**src/design/b64d_pkg.sv**
```systemverilog
// ----------------------------------------------------------------------------
// b64d_pkg
// shared types, constants and the character classifier of the base64 decoder
// ----------------------------------------------------------------------------
package b64d_pkg;

  localparam logic [7:0] PAD_CHAR = 8'h3D;
  localparam int unsigned QUEUE_DEPTH = 4;

  // one character transaction from the source
  typedef struct packed {
    logic [7:0] in_char;
    logic       end_of_string;
  } in_item_t;

  // one result transaction to the sink
  typedef struct packed {
    logic       byte_valid;
    logic [7:0] out_byte;
    logic       string_done;
  } out_item_t;

  typedef enum logic [1:0] {
    KIND_SKIP = 2'd0,
    KIND_DATA = 2'd1,
    KIND_PAD  = 2'd2
  } kind_t;

  // classified character as it travels through the queue
  typedef struct packed {
    kind_t      kind;
    logic [5:0] sextet;
    logic       last;
  } class_item_t;

  typedef struct packed {
    logic nonempty;
    logic full;
  } queue_status_t;

  // map a character onto its alphabet value; whitespace and others are skipped
  function automatic class_item_t classify(input in_item_t it);
    class_item_t r;
    r.kind   = KIND_SKIP;
    r.sextet = '0;
    r.last   = it.end_of_string;
    if (it.in_char inside {[8'h41:8'h5A]}) begin
      r.kind   = KIND_DATA;
      r.sextet = 6'(it.in_char - 8'h41);
    end else if (it.in_char inside {[8'h61:8'h7A]}) begin
      r.kind   = KIND_DATA;
      r.sextet = 6'(it.in_char - 8'h61 + 8'd26);
    end else if (it.in_char inside {[8'h30:8'h39]}) begin
      r.kind   = KIND_DATA;
      r.sextet = 6'(it.in_char - 8'h30 + 8'd52);
    end else if (it.in_char == 8'h2B) begin
      r.kind   = KIND_DATA;
      r.sextet = 6'd62;
    end else if (it.in_char == 8'h2F) begin
      r.kind   = KIND_DATA;
      r.sextet = 6'd63;
    end else if (it.in_char == PAD_CHAR) begin
      r.kind   = KIND_PAD;
    end
    return r;
  endfunction

endpackage

```
**src/design/b64d_front.sv**
```systemverilog
// ----------------------------------------------------------------------------
// b64d_front
// accepts characters, classifies them and holds one entry for the queue
// ----------------------------------------------------------------------------
module b64d_front import b64d_pkg::*; (
  input  logic        clk,
  input  logic        rst,
  input  logic        chr_valid,
  output logic        chr_stall,
  input  in_item_t    chr_data,
  input  logic        q_full,
  output logic        fr_valid,
  output class_item_t fr_item
);

  assign chr_stall = fr_valid && q_full;

  always_ff @(posedge clk) begin
    if (rst) begin
      fr_valid <= 1'b0;
    end else if (!chr_stall) begin
      fr_valid <= chr_valid;
    end
  end

  always_ff @(posedge clk) begin
    if (!chr_stall && chr_valid) begin
      fr_item <= classify(chr_data);
    end
  end

endmodule

```
**src/design/b64d_queue.sv**
```systemverilog
// ----------------------------------------------------------------------------
// b64d_queue
// short fifo of classified characters between front and back
// ----------------------------------------------------------------------------
module b64d_queue import b64d_pkg::*; #(
  parameter int unsigned Depth = QUEUE_DEPTH
) (
  input  logic          clk,
  input  logic          rst,
  input  logic          push,
  input  class_item_t   push_item,
  input  logic          pop,
  output class_item_t   head_item,
  output queue_status_t status
);

  localparam int unsigned PtrW = (Depth > 1) ? $clog2(Depth) : 1;
  localparam int unsigned CntW = $clog2(Depth + 1);
  localparam logic [PtrW-1:0] LastPtr = PtrW'(Depth - 1);
  localparam logic [CntW-1:0] FullCnt = CntW'(Depth);

  class_item_t         entries [Depth];
  logic [PtrW-1:0]     wr_ptr;
  logic [PtrW-1:0]     rd_ptr;
  logic [CntW-1:0]     count;
  logic                do_push;
  logic                do_pop;

  assign status.nonempty = (count != '0);
  assign status.full     = (count == FullCnt);
  assign do_push         = push && !status.full;
  assign do_pop          = pop && status.nonempty;
  assign head_item       = entries[rd_ptr];

  always_ff @(posedge clk) begin
    if (rst) begin
      wr_ptr <= '0;
      rd_ptr <= '0;
      count  <= '0;
    end else begin
      if (do_push) begin
        wr_ptr <= (wr_ptr == LastPtr) ? '0 : wr_ptr + 1'b1;
      end
      if (do_pop) begin
        rd_ptr <= (rd_ptr == LastPtr) ? '0 : rd_ptr + 1'b1;
      end
      if (do_push && !do_pop) begin
        count <= count + 1'b1;
      end else if (do_pop && !do_push) begin
        count <= count - 1'b1;
      end
    end
  end

  always_ff @(posedge clk) begin
    if (do_push) begin
      entries[wr_ptr] <= push_item;
    end
  end

endmodule

```
**src/design/b64d_back.sv**
```systemverilog
// ----------------------------------------------------------------------------
// b64d_back
// bit packing state, byte extraction and the result register
// ----------------------------------------------------------------------------
module b64d_back import b64d_pkg::*; (
  input  logic          clk,
  input  logic          rst,
  input  queue_status_t q_status,
  input  class_item_t   head_item,
  output logic          pop,
  output logic          res_valid,
  input  logic          res_stall,
  output out_item_t     res_data
);

  logic [11:0] bit_accumulator;
  logic [11:0] bit_accumulator_next;
  logic [2:0]  bits_held;
  logic [2:0]  bits_held_next;
  logic        pad_seen;
  logic        pad_seen_next;
  logic [3:0]  held;
  logic [2:0]  shift;
  out_item_t   result;

  assign pop = q_status.nonempty && (!res_valid || !res_stall);

  always_comb begin
    bit_accumulator_next = bit_accumulator;
    bits_held_next       = bits_held;
    pad_seen_next        = pad_seen;
    held                 = {1'b0, bits_held} + 4'd6;
    shift                = 3'(held - 4'd8);
    result.byte_valid    = 1'b0;
    result.out_byte      = '0;
    result.string_done   = head_item.last;
    if (!pad_seen) begin
      case (head_item.kind)
        KIND_PAD: begin
          pad_seen_next = 1'b1;
        end
        KIND_DATA: begin
          bit_accumulator_next = {bit_accumulator[5:0], head_item.sextet};
          if (held >= 4'd8) begin
            result.byte_valid = 1'b1;
            result.out_byte   = 8'(bit_accumulator_next >> shift);
            bits_held_next    = shift;
          end else begin
            bits_held_next    = held[2:0];
          end
        end
        default: begin
        end
      endcase
    end
    // end of string drops leftover bits
    if (head_item.last) begin
      bit_accumulator_next = '0;
      bits_held_next       = '0;
      pad_seen_next        = 1'b0;
    end
  end

  always_ff @(posedge clk) begin
    if (rst) begin
      bit_accumulator <= '0;
      bits_held       <= '0;
      pad_seen        <= 1'b0;
      res_valid       <= 1'b0;
    end else begin
      if (pop) begin
        bit_accumulator <= bit_accumulator_next;
        bits_held       <= bits_held_next;
        pad_seen        <= pad_seen_next;
      end
      if (!res_valid || !res_stall) begin
        res_valid <= q_status.nonempty;
      end
    end
  end

  always_ff @(posedge clk) begin
    if (pop) begin
      res_data <= result;
    end
  end

endmodule

```
**src/design/base64_stream_decoder.sv**
```systemverilog
// ----------------------------------------------------------------------------
// base64_stream_decoder
// streaming base64 decoder, standard alphabet, one result per character
// ----------------------------------------------------------------------------
//  channel | signals                         | transaction
//  chr     | chr_valid, chr_stall, chr_data  | one character and end flag in
//  res     | res_valid, res_stall, res_data  | byte flag, byte, string done out
//
//  one character per cycle while chr_stall is low; a result passes through the
//  classify register, a queue entry and the result register before it is
//  valid.
//  the queue of QueueDepth entries absorbs sink stalls; chr_stall rises only
//  when the classify register is full and the queue is full.
//  synchronous reset clears the queue, the handshake state and the decoder
//  state; no clearing pass is needed.
// ----------------------------------------------------------------------------
module base64_stream_decoder import b64d_pkg::*; #(
  parameter int unsigned QueueDepth = QUEUE_DEPTH
) (
  input  logic      clk,
  input  logic      rst,
  input  logic      chr_valid,
  output logic      chr_stall,
  input  in_item_t  chr_data,
  output logic      res_valid,
  input  logic      res_stall,
  output out_item_t res_data
);

  logic          fr_valid;
  class_item_t   fr_item;
  class_item_t   head_item;
  queue_status_t q_status;
  logic          q_pop;

  b64d_front u_front (
    .clk       (clk),
    .rst       (rst),
    .chr_valid (chr_valid),
    .chr_stall (chr_stall),
    .chr_data  (chr_data),
    .q_full    (q_status.full),
    .fr_valid  (fr_valid),
    .fr_item   (fr_item)
  );

  b64d_queue #(
    .Depth (QueueDepth)
  ) u_queue (
    .clk       (clk),
    .rst       (rst),
    .push      (fr_valid),
    .push_item (fr_item),
    .pop       (q_pop),
    .head_item (head_item),
    .status    (q_status)
  );

  b64d_back u_back (
    .clk       (clk),
    .rst       (rst),
    .q_status  (q_status),
    .head_item (head_item),
    .pop       (q_pop),
    .res_valid (res_valid),
    .res_stall (res_stall),
    .res_data  (res_data)
  );

  // a full queue is never empty
  a_queue_state: assert property (@(posedge clk) disable iff (rst)
    !(q_status.full && !q_status.nonempty))
    else $error("queue reports full and empty");

  // input only stalls while a classified character waits for room
  a_stall_cause: assert property (@(posedge clk) disable iff (rst)
    chr_stall |-> (fr_valid && q_status.full))
    else $error("input stalled without a waiting entry");

  // a pop always lands in the result register
  a_pop_result: assert property (@(posedge clk) disable iff (rst)
    q_pop |=> res_valid)
    else $error("popped character produced no result");

  // results only come from queued characters
  a_result_source: assert property (@(posedge clk) disable iff (rst)
    (res_valid && !$past(res_valid)) |-> $past(q_status.nonempty))
    else $error("result without queued character");

endmodule

```
**config.mk**
```make
export PLATFORM = sky130hd
export DESIGN_NAME = base64_stream_decoder
export DESIGN_NICKNAME = d
export VERILOG_FILES = /design/src/design/b64d_pkg.sv /design/src/design/b64d_front.sv /design/src/design/b64d_queue.sv /design/src/design/b64d_back.sv /design/src/design/base64_stream_decoder.sv
export SDC_FILE = /design/constraint.sdc
export NUM_CORES = 1
export LEC_CHECK = 0
export CAP_MARGIN = 0
export CORE_ASPECT_RATIO = 0.75
export CORE_UTILIZATION = 60
export CTS_BUF_LIST = sky130_fd_sc_hd__clkbuf_2
export CTS_CLUSTER_SIZE = 12
export DETAILED_ROUTE_END_ITERATION = 12
export DONT_BUFFER_PORTS = 1
export HOLD_SLACK_MARGIN = 0.08
export PLACE_DENSITY = 0.74
export SLEW_MARGIN = 15
export SYNTH_ARGS = -nofsm -noshare
export SYNTH_HDL_FRONTEND = slang
export SYNTH_SLANG_ARGS = --single-unit
```
**constraint.sdc**
```tcl
create_clock -name clk -period 3.3 [get_ports clk]
set_clock_uncertainty 0.2 [all_clocks]
set_input_delay 0.66 -clock clk [delete_from_list [all_inputs] [get_ports clk]]
set_output_delay 0.66 -clock clk [all_outputs]
set_load 0.005 [all_outputs]
```
# After elaboration in Yosys (flattened, before gate mapping)

Memory sizes are Yosys's and may differ from the RTL's. A register that Yosys moved wholly into a read port is not among the register bits.
Cells that the tools add are included.

$add $sub $neg: 11
Mux-type cells: 25
Equality and inequality tests: 9
Shifts and indexed selects: 1
$lt $le $gt $ge: 7
Multipliers: 0
Div/mod/pow operators: 0
Reduce and logical (&&, ||, !) cells: 24
Bitwise gates (word level): 2

Operator list:

| kind                                                | number |
|---|---|
| two-way mux 6 bit                                   | 8 |
| equality test 8 x 6 -> 1 bit, second input constant | 3 |
| two-way mux 3 bit                                   | 6 |
| >= comparator 8 x 7 -> 1 bit, second input constant | 2 |
| <= comparator 8 x 7 -> 1 bit, second input constant | 2 |
| >> shifter 12 x 3 -> 8 bit                          | 1 |
| subtractor 6 bit, second input constant             | 2 |
| logical AND 1 bit                                   | 10 |
| two-way mux 2 bit                                   | 5 |
| two-way mux 9 bit                                   | 1 |
| >= comparator 8 x 6 -> 1 bit, second input constant | 1 |
| <= comparator 8 x 6 -> 1 bit, second input constant | 1 |
| adder 6 x 5 -> 6 bit, second input constant         | 1 |
| adder 6 bit, second input constant                  | 1 |
| equality test 2 bit, second input constant          | 3 |
| logical NOT 1 bit                                   | 6 |
| subtractor 3 x 1 -> 3 bit, second input constant    | 2 |
| subtractor 6 x 1 -> 6 bit, second input constant    | 1 |
| two-way mux 1 bit                                   | 5 |
| OR reduction 5 bit                                  | 1 |
| adder 2 x 1 -> 2 bit, second input constant         | 2 |
| adder 3 x 3 -> 4 bit, second input constant         | 1 |
| >= comparator 4 bit, second input constant          | 1 |
| nonzero test 2 bit                                  | 2 |
| other kinds (10)                                    | 11 |

Word-level logic and storage cells: 94
Bits of input ports: 13
Bits in read-only memories: 0
Memories: 1
Flip-flop bits (word level): 38
Memory bits (writable): 36
Latch bits: 0

Memory list:

| memory          | words | width | rd ports | clocked after memory_dff | wr ports | line             | RTL |
|---|---|---|---|---|---|---|---|
| u_queue.entries | 4     | 9     | 1        | 1                        | 1        | b64d_queue.sv:22 | `class_item_t entries [Depth];` |

# Depth between registers and ports, before layout

Gate-level depths: netlist (run 1).

Word-level depth: 7
Gate-level depth with buffers: 8

# Cells and area by module

From an unflattened synthesis (run 1), not the netlist that was laid out.

Cells, all modules: 287
Area, all modules: 3731.1 sq um

Modules (own cells, without submodules):

| module     | cells an instance | area an instance (sq um) | times used |
|---|---|---|---|
| b64d_queue | 97                | 1813.0                   | 1 |
| b64d_back  | 92                | 1048.5                   | 1 |
| b64d_front | 98                | 869.6                    | 1 |

# Worst setup path after synthesis (run 1)

No wires, ideal clock.

Kind: flip-flop to flip-flop
From: register u_back.bits_held[1]
To: register u_back.res_data[6] (netlist name)
Data required time: 2.839 ns
Setup time: 0.261 ns
Setup slack: 0.686 ns
Stages on the path, launching flop included: 8
Arrival: 2.152 ns
Buffers on the path: 2
Cell sequence: dfxtp_1 clkbuf_1 clkinv_1 ha_1 buf_1 inv_1 mux4_2 nor2b_1

Longest elaborated chain between the ends: 4
Elaborated cells between the ends (all ways): 6

Ends and longest elaborated chain:

| element                                                                           | line            | RTL |
|---|---|---|
| start, declared                                                                   | b64d_back.sv:18 | `logic [2:0] bits_held;` |
| start signal, assigned                                                            | b64d_back.sv:73 | `bits_held <= bits_held_next;` |
| adder 3 x 3 -> 4 bit (*)                                                          | b64d_back.sv:32 | `held = {1'b0, bits_held} + 4'd6;` |
| parallel branches: the longest is 3 deep, another holds subtractor 3 x 1 -> 3 bit | -               |  |

Mark *: on every way between the ends.
A chain may end at the register's enable or synchronous reset.

# Worst setup path in the final report (run 1)

From: register u_queue.count[0]
To: register u_queue.count[2]

Longest elaborated chain between the ends: 6
Elaborated cells between the ends (all ways): 15

Ends and longest elaborated chain:

| element                      | line             | RTL |
|---|---|---|
| start, declared              | b64d_queue.sv:25 | `logic [CntW-1:0] count;` |
| start signal, assigned       | b64d_queue.sv:48 | `count <= count + 1'b1;` |
| start signal, assigned       | b64d_queue.sv:50 | `count <= count - 1'b1;` |
| equality test 3 bit (*)      | b64d_queue.sv:30 | `assign status.full = (count == FullCnt);` |
| logical NOT 1 bit (*)        | b64d_queue.sv:31 | `assign do_push = push && !status.full;` |
| logical AND 1 bit (*)        | b64d_queue.sv:31 |  |
| via u_queue.do_push          | b64d_queue.sv:26 | `logic do_push;` |
| logical NOT 1 bit            | b64d_queue.sv:49 | `end else if (do_pop && !do_push) begin` |
| logical AND 1 bit            | b64d_queue.sv:49 |  |
| nonzero test 2 bit (no line) | -                |  |

The timed path passes the listed nets; every way through them passes the cells marked *. The select of a mux whose other input is x is not followed.

==> results of run 1 <==
[cells by family after synthesis]
kind of cell,after synthesis
flops,75
mux,22
simple gates,79
fa+ha+maj,17
buf+inv,25
compound gates,44
xor+xnor,3
[stage by stage]
stage	setup WS (ns)	hold slack (ns)	utilization, %	std cells	area (um2)
after floorplan	0.686	0.254	-	265	3580
after global placement	0.562	0.263	66.1	335	3650
after detailed placement	0.536	0.273	66.1	335	3650
after CTS	0.691	0.0864	68.6	354	3790
after global routing	0.435	0.148	68.8	355	3800
final	0.675	0.170	68.8	355	3800
[worst max-delay path: stages (launching register included)]
cell and delay, ns:
dfxtp_1 0.47, nor2_1 0.10, a21boi_1 0.47, ha_1 0.28
inv_1 0.06, fa_1 0.37, xor2_1 0.18, or3_1 0.31
a21oi_1 0.14
[power breakdown]
group / internal (uW) / leakage [uW] / total [uW] / switching, uW
Sequential: 1200 / 0.000685 / 1340 / 139
Combinational: 305 / 0.000621 / 651 / 347
Clock: 180 / 0.0000739 / 484 / 304
Total: 1680 / 0.00138 / 2470 / 790
[area by class of cell]
| class | instances | area (um2) |
|---|---|---|
| clock buffer | 11 | 55.1 |
| clock inverter | 5 | 53.8 |
| fill | 399 | 1730 |
| inverter | 18 | 67.6 |
| multi-input combinational | 165 | 1420 |
| sequential | 75 | 2050 |
| tap | 75 | 93.8 |
| timing repair buffer | 6 | 55.1 |
[routing by layer]
metal  routed length, um  track usage (%)
met5                   0                0
met4                  84             6.35
met2                2940             36.6
met3                 480             8.00
met1                2990             31.0
[registers in the layout, summed over array words and instances (netlist names), named ones only]
| signal | cells |
|---|---|
| u_front.fr_item | 9 |
| u_back.res_valid | 1 |
| u_back.pad_seen | 1 |
| u_queue.entries | 36 |
| u_queue.count | 3 |
| u_back.res_data | 10 |
| u_queue.wr_ptr | 2 |
| u_back.bits_held | 2 |
| u_front.fr_valid | 1 |
| u_queue.rd_ptr | 2 |
| u_back.bit_accumulator | 6 |
[final timing paths]
check	startpoint	to	slack, ns	depth (start not counted)
worst max-delay path	u_queue.count[0]$_SDFFE_PP0P_	u_queue.count[2]$_SDFFE_PP0P_	0.67	8
worst min register to register	u_queue.rd_ptr[1]$_SDFFE_PP0P_	register	0.31	2
worst max register to register	u_queue.count[0]$_SDFFE_PP0P_	u_queue.count[2]$_SDFFE_PP0P_	0.67	8
worst min-delay path	chr_data[5]	u_front.fr_item[5]$_DFFE_PP_	0.17	2
[cells in the mapped netlist, types with 2 or more instances]
cell / n
ha_1: 16
a31oi_1: 6
nor2_1: 33
nand2_1: 7
mux4_2: 7
and2_1: 7
a21oi_1: 7
nor3_1: 2
nand4_1: 3
mux2i_1: 7
inv_1: 17
dfxtp_1: 20
a211oi_1: 3
nor3b_4: 2
mux4_1: 8
clkbuf_1: 5
xor2_1: 2
nor2b_1: 9
nand3_1: 6
and3_1: 2
o21ai_0: 6
a22oi_1: 8
nor4_1: 3
o211a_1: 2
edfxtp_1: 55
o211ai_1: 2
a32oi_1: 3
==> impl_results.md, run 1 <==
- Run status: finished, final reports clean
- Initial DRC Count: about 150
- Unrepaired setup endpoints after global routing: no
- Ports: 25
- PD cells: between 600 and 700 nW/um2
- Xor/xnor share of the synthesized area: 0.735%
- Register bit total from synthesis: 75
- Vias in the first global route: a little over 2000
- WP data arrival: 2.90 ns
- Syn Nets: around 300
- Adder-cell share of the synthesized area: under 10%
- Total power: about 2500 uW
- Final HPWL DP: ~4600 um
- Hold crit path type: in2reg
- # rows: 23
- Total die area: about 6300 um2
- # hold bufs at CTS: 3
- Clock Path Buffers: 2
- Die W: just over 90 um
- Syn_area_per_cell: approximately 13 um2
- Clock sink total: 75
- Share of layout cells above drive strength 1: 10.7%
- Insertion delay of the later-clocked pin in the worst-skew pair: approximately 0.52 ns
- DRC viols: 0
- Largest area contributor in the netlist: edfxtp_1
- Setup_tns: 0 ns
- Combined area of all synthesized cells: around 3600 um2
- I/O Buffers: 0
- Final-stage net count: 305
- Die H: about 69 um
- Highest-count cells in the layout ignoring fill and taps: edfxtp_1, nor2_1, dfxtp_1
- Drt pass-1 iters: 4
- Layout Area Growth over Synthesis: 6.26%
- Htree depth: 3
- Endpoints failing setup: 0
- Antenna Nets Post-Route: 0
- Num CTS Buffers: 9
- Grt ovf: 0
- CTS tree: yes
- Yosys cell types: 44
- Syn Inst Count: 265
- Dominant cells by area after synthesis: edfxtp_1, dfxtp_1, mux4_1
- Clock root cell: clkbuf_2
- Combinational family with the most area after synthesis: multiplexers
- Buffer count from post-CTS setup fixing: 0
- Max Freq: approximately 0.38 GHz
- Largest net degree at the start of global routing: 19
- Final WL: 6490 um
- Final Max Tran Viols: 0
- Post-CTS sizing: 0
- Worst setup SP type: register
- Worst EP required: between 3 and 4 ns
- Starting Density: between 60% and 70%
- Simple-gate portion of the synthesized area: between 10% and 20%
- Max Cap Viol: 0
- Seq/Total Area, Yosys: a little under three fifths
- Core Box Area: 5530 um2
- EDFF count, synth: 55
- Synth top area share: between 40% and 50%
- Critical path peak fanout: 7
- Critical path type: reg2reg
- Ys async rst share: 0%
- Maximum vdd drop: a little under 0.4 mV
- RD Place Congestion: approximately 0.97
- Hold Vio Cnt, Final: 0
- Tmin final: around 2.6 ns
- Initial antenna violation count: 0
- Top FF cell, synth: edfxtp_1
- Overall routing resource usage: a little under a quarter
- Antenna Cells: 0
- Slew @ Worst Pin: between 0.7 and 0.8 ns
- Fin crit share: between 70% and 80%
- Vias: around 2200
- Synthesis warning total: 0
- Global-route wire length before repair: 10300 um
- Worst setup EP type: register
- DR WL/cell: approximately 18 um
- Clk pin slew, worst setup/hold paths: about 0.20 ns
- Post-synthesis compound-gate area fraction: a little under a tenth
- Pleak: 0.00138 uW
- Vias per inst: around 6.1
- Slew headroom: ~47%
- Multiplexer share of the synthesized area: about an eighth
- Leading cell type in the layout, fill and taps excluded: edfxtp_1
(Power assumes the default switching activity.)
==> run 2, diff against run 1 <==
--- a/config.mk
+++ b/config.mk
@@ -5,15 +5,16 @@
 export SDC_FILE = /design/constraint.sdc
 export NUM_CORES = 1
 export LEC_CHECK = 0
+export ABC_AREA = 1
 export CAP_MARGIN = 0
 export CORE_ASPECT_RATIO = 0.75
-export CORE_UTILIZATION = 60
+export CORE_UTILIZATION = 59
 export CTS_BUF_LIST = sky130_fd_sc_hd__clkbuf_2
 export CTS_CLUSTER_SIZE = 12
 export DETAILED_ROUTE_END_ITERATION = 12
 export DONT_BUFFER_PORTS = 1
 export HOLD_SLACK_MARGIN = 0.08
-export PLACE_DENSITY = 0.74
+export PLACE_DENSITY = 0.76
 export SLEW_MARGIN = 15
 export SYNTH_ARGS = -nofsm -noshare
 export SYNTH_HDL_FRONTEND = slang
==> constraint.sdc (replaced) <==
create_clock -name clk -period 2.4 [get_ports clk]
set_clock_uncertainty 0.2 [all_clocks]
set_input_delay 0.48 -clock clk [delete_from_list [all_inputs] [get_ports clk]]
set_output_delay 0.48 -clock clk [all_outputs]
set_load 0.005 [all_outputs]
==> run 2 against run 1 <==
Effect of this change: sequential share of layout area shrank 3.1 points; flip-flop and latch count is the same; worst hold slack lost 0.030 ns; synthesized cell count grew 47%; largest cell class unchanged; critical path depth grew 1; first-iteration DRC count grew 100%; worst setup slack lost 0.52 ns.
==> impl_results.md, run 2 <==
- Run status: finished, final reports clean
- Largest net degree at the start of global routing: 26
- Initial antenna violation count: 0
- # fillers: between 400 and 500
- Ports: 25
- Hold Path End: u_front.fr_item[5]$_DFFE_PP_
- Max Cap Viol: 0
- Tmin final: 2.24 ns
- Unrepaired setup endpoints after global routing: no
- I/O Buffers: 0
- Max stage delay on crit path: about 0.41 ns
- DRC viols: 0
- FF-to-FF Start: u_queue.count[0]$_SDFFE_PP0P_
- Flop pwr share: 45.4%
- Dominant cells by area after synthesis: edfxtp_1, dfxtp_1, nand2_1
- Antenna Cells: 0
- Critical path type: reg2reg
- Die H: around 71 um
- Endpoints failing setup: 0
- Highest-count cells in the layout ignoring fill and taps: nand2_1, edfxtp_1, inv_1
- Critical path, cell by cell: nor2_1 -> nand2_1 -> nand2_1 -> inv_1 -> ha_1 -> inv_1 -> fa_1 -> o21ai_0 -> nor2_1
- Final WL: ~7700 um
- Non-filler instance count after layout: roughly 480
- Area of the multi-input gates: roughly 1500 um2
- Biggest register: u_queue.entries
- Drt pass-1 iters: 5
- Worst EP required: ~2.6 ns
- Pleak: around 0.0016 uW
- Clock root cell: clkbuf_2
- Clock Path Buffers: 2
- EDFF count, synth: between 50 and 60
- Reg2Reg Setup Slack: ~0.16 ns
- Global-route wire length before repair: 12400 um
- Synth top area share: approximately 44%
- Core Box Area: 6010 um2
- Final Max Tran Viols: 0
- Synth cell count leaders: nand2_1, edfxtp_1, inv_1, nand3_1, o21ai_0
- Sequential cell area: about 2100 um2
- Maximum vdd drop: 0.486 mV
- Worst r2r dst: u_queue.count[1]$_SDFFE_PP0P_
- Grt ovf: 0
- Setup_tns: 0 ns
- Leading cell type in the layout, fill and taps excluded: nand2_1
- Hold Vio Cnt, Final: 0
- # rows: 24
- WP data arrival: roughly 2.5 ns
- Critical path peak fanout: 9
- Register bit total from synthesis: 75
- Slew headroom: 36.2%
- Num CTS Buffers: 9
- Critical-path cell with the highest stage delay: fa_1
- Final HPWL DP: between 5000 and 6000 um
- Clk pin slew, worst setup/hold paths: about 0.21 ns
- P_sw: around 1700 uW
- Share of layout cells above drive strength 1: between 10% and 20%
- Syn Nets: approximately 420
- Syn Inst Count: between 300 and 400
- Worst setup EP type: register
- CTS tree: yes
- Clock sink total: 75
- Top-count cell post-synth: nand2_1
- Die W: about 95 um
- Syn_area_per_cell: a little under 10 um2
- Hold Startpoint: chr_data[5]
- Dpl cells: 462
- Synthesis warning total: 0
- RD Place Congestion: about 1
- Vias per inst: between 5 and 6
- Vias: ~2800
- Worst setup SP type: register
- Max Freq: between 0.4 and 0.5 GHz
- Net Sw Frac: between 40% and 50%
- Vias in the first global route: approximately 2600
- Seq/Total Area, Yosys: ~54%
- Insertion delay of the later-clocked pin in the worst-skew pair: 0.50 ns
- Int Power: between 2000 and 2500 uW
- Overall routing resource usage: about 25%
- Layout Area Growth over Synthesis: 6.51%
- Gate power share: between 30% and 40%
- Slew @ Worst Pin: roughly 0.95 ns
- Combined area of all synthesized cells: around 3800 um2
- Hold Path Depth: 4
- Largest area contributor in the netlist: edfxtp_1
- Antenna Nets Post-Route: 0
- Hold crit path type: in2reg
- PD cells: around 1000 nW/um2
- Fin crit share: roughly 93%
- Worst Hold Margin: roughly 0.14 ns
- Htree depth: 3
- Final-stage net count: 430
- Starting Density: between 60 and 70%
- DR WL/cell: ~16 um
- Top FF cell, synth: edfxtp_1
- Clk pwr share: about 17%
- Yosys cell types: 35
- Initial DRC Count: ~300
- Total die area: 6740 um2
- Biggest registers after layout: u_queue.entries: 36 flops, u_back.res_data: 10 flops, u_front.fr_item: 9 flops
- Largest register FFs: 36
- R2r worst-path depth: 9
- Ys async rst share: 0%
## run 2: changes by cell type after synthesis, moves of 11 or more
| cell | change |
|---|---|
| a21oi_1 | +14 |
| inv_1 | +22 |
| nand2_1 | +63 |
| nand3_1 | +28 |
| nand4_1 | +11 |
| o21ai_0 | +20 |
## run 2: cell families (layout without fill, tap and decap cells)
kind of cell | count (synthesis) | after routing | synth area share (%)
and+or+nand+nor | 164 | 164 | 21.2
adders and majority gates | 17 | 17 | 5.82
AOI/OAI and AO/OA | 68 | 68 | 10.6
DFF | 75 | 75 | 54.2
buffers and inverters | 58 | 74 | 6.58
xor gates and xnor gates | 7 | 7 | 1.62
## run 2: metal layers
| metal | GRT usage (%) | vias to the layer above | routed length (um) |
|---|---|---|---|
| met5 | 0 | - | 0 |
| met1 | 34.4 | 1279 | 3450 |
| met2 | 38.6 | 117 | 3500 |
| met3 | 8.28 | 13 | 613 |
| met4 | 7.74 | 0 | 100 |
| li1 | - | 1359 | - |
## run 2: power by group through the flow
stage / clock, uW / sequential [uW] / combinational, uW
finish: 703 / 1860 / 1520
global route: 757 / 1890 / 1710
CTS: 715 / 1850 / 1510
detailed placement: 0 / 1890 / 1490
global placement: 0 / 1870 / 1440
floorplan: 0 / 1800 / 1230
## run 2: timing repair
item	4_1_cts	5_1_grt
hold buffers	5	0
setup endpoints to repair	0	2
endpoints found under the hold margin	22	0
gates resized for setup	0	2
buffers inserted	0	0
## run 2: worst max-delay path, delay by kind of cell, from the launching register on
kind / cells / cell delay [ns]
AND/OR/NAND/NOR: 4 / 0.63
buffers and inverters: 2 / 0.19
flip-flops: 1 / 0.39
adder cells (fa/ha/maj): 2 / 0.60
AO/OA/AOI/OAI: 1 / 0.16
## run 2: metrics by stage
stage          area, um2  setup slack (ns)  util, %  power, uW
6_report            4030             0.159     67.1       4080
5_1_grt             4030          0.000107     67.1       4350
4_1_cts             4030             0.167     67.1       4080
3_5_place_dp        3860            0.0972     64.3       3370
3_3_place_gp        3860            0.0380     64.3       3310
2_1_floorplan       3790             0.325        -       3030
## run 2: worst max path at each step
stage                                             to                             start
floorplan           u_back.res_data[8]$_SDFFCE_PP0P_  u_back.bits_held[1]$_SDFFE_PP0P_
global placement        u_front.fr_item[1]$_DFFE_PP_                       chr_data[3]
detailed placement      u_front.fr_item[1]$_DFFE_PP_                       chr_data[3]
CTS                    u_queue.count[2]$_SDFFE_PP0P_     u_queue.count[0]$_SDFFE_PP0P_
global route           u_queue.count[1]$_SDFFE_PP0P_     u_queue.count[0]$_SDFFE_PP0P_
finish                 u_queue.count[1]$_SDFFE_PP0P_     u_queue.count[0]$_SDFFE_PP0P_
## run 2: final cells by class
type / count / area share, %
Clock inverter: 7 / 1.89
Tap cell: 78 / 2.42
Clock buffer: 9 / 1.12
Inverter: 47 / 4.44
Timing Repair Buffer: 11 / 2.36
Sequential cell: 75 / 50.9
Multi-Input combinational cell: 256 / 36.8
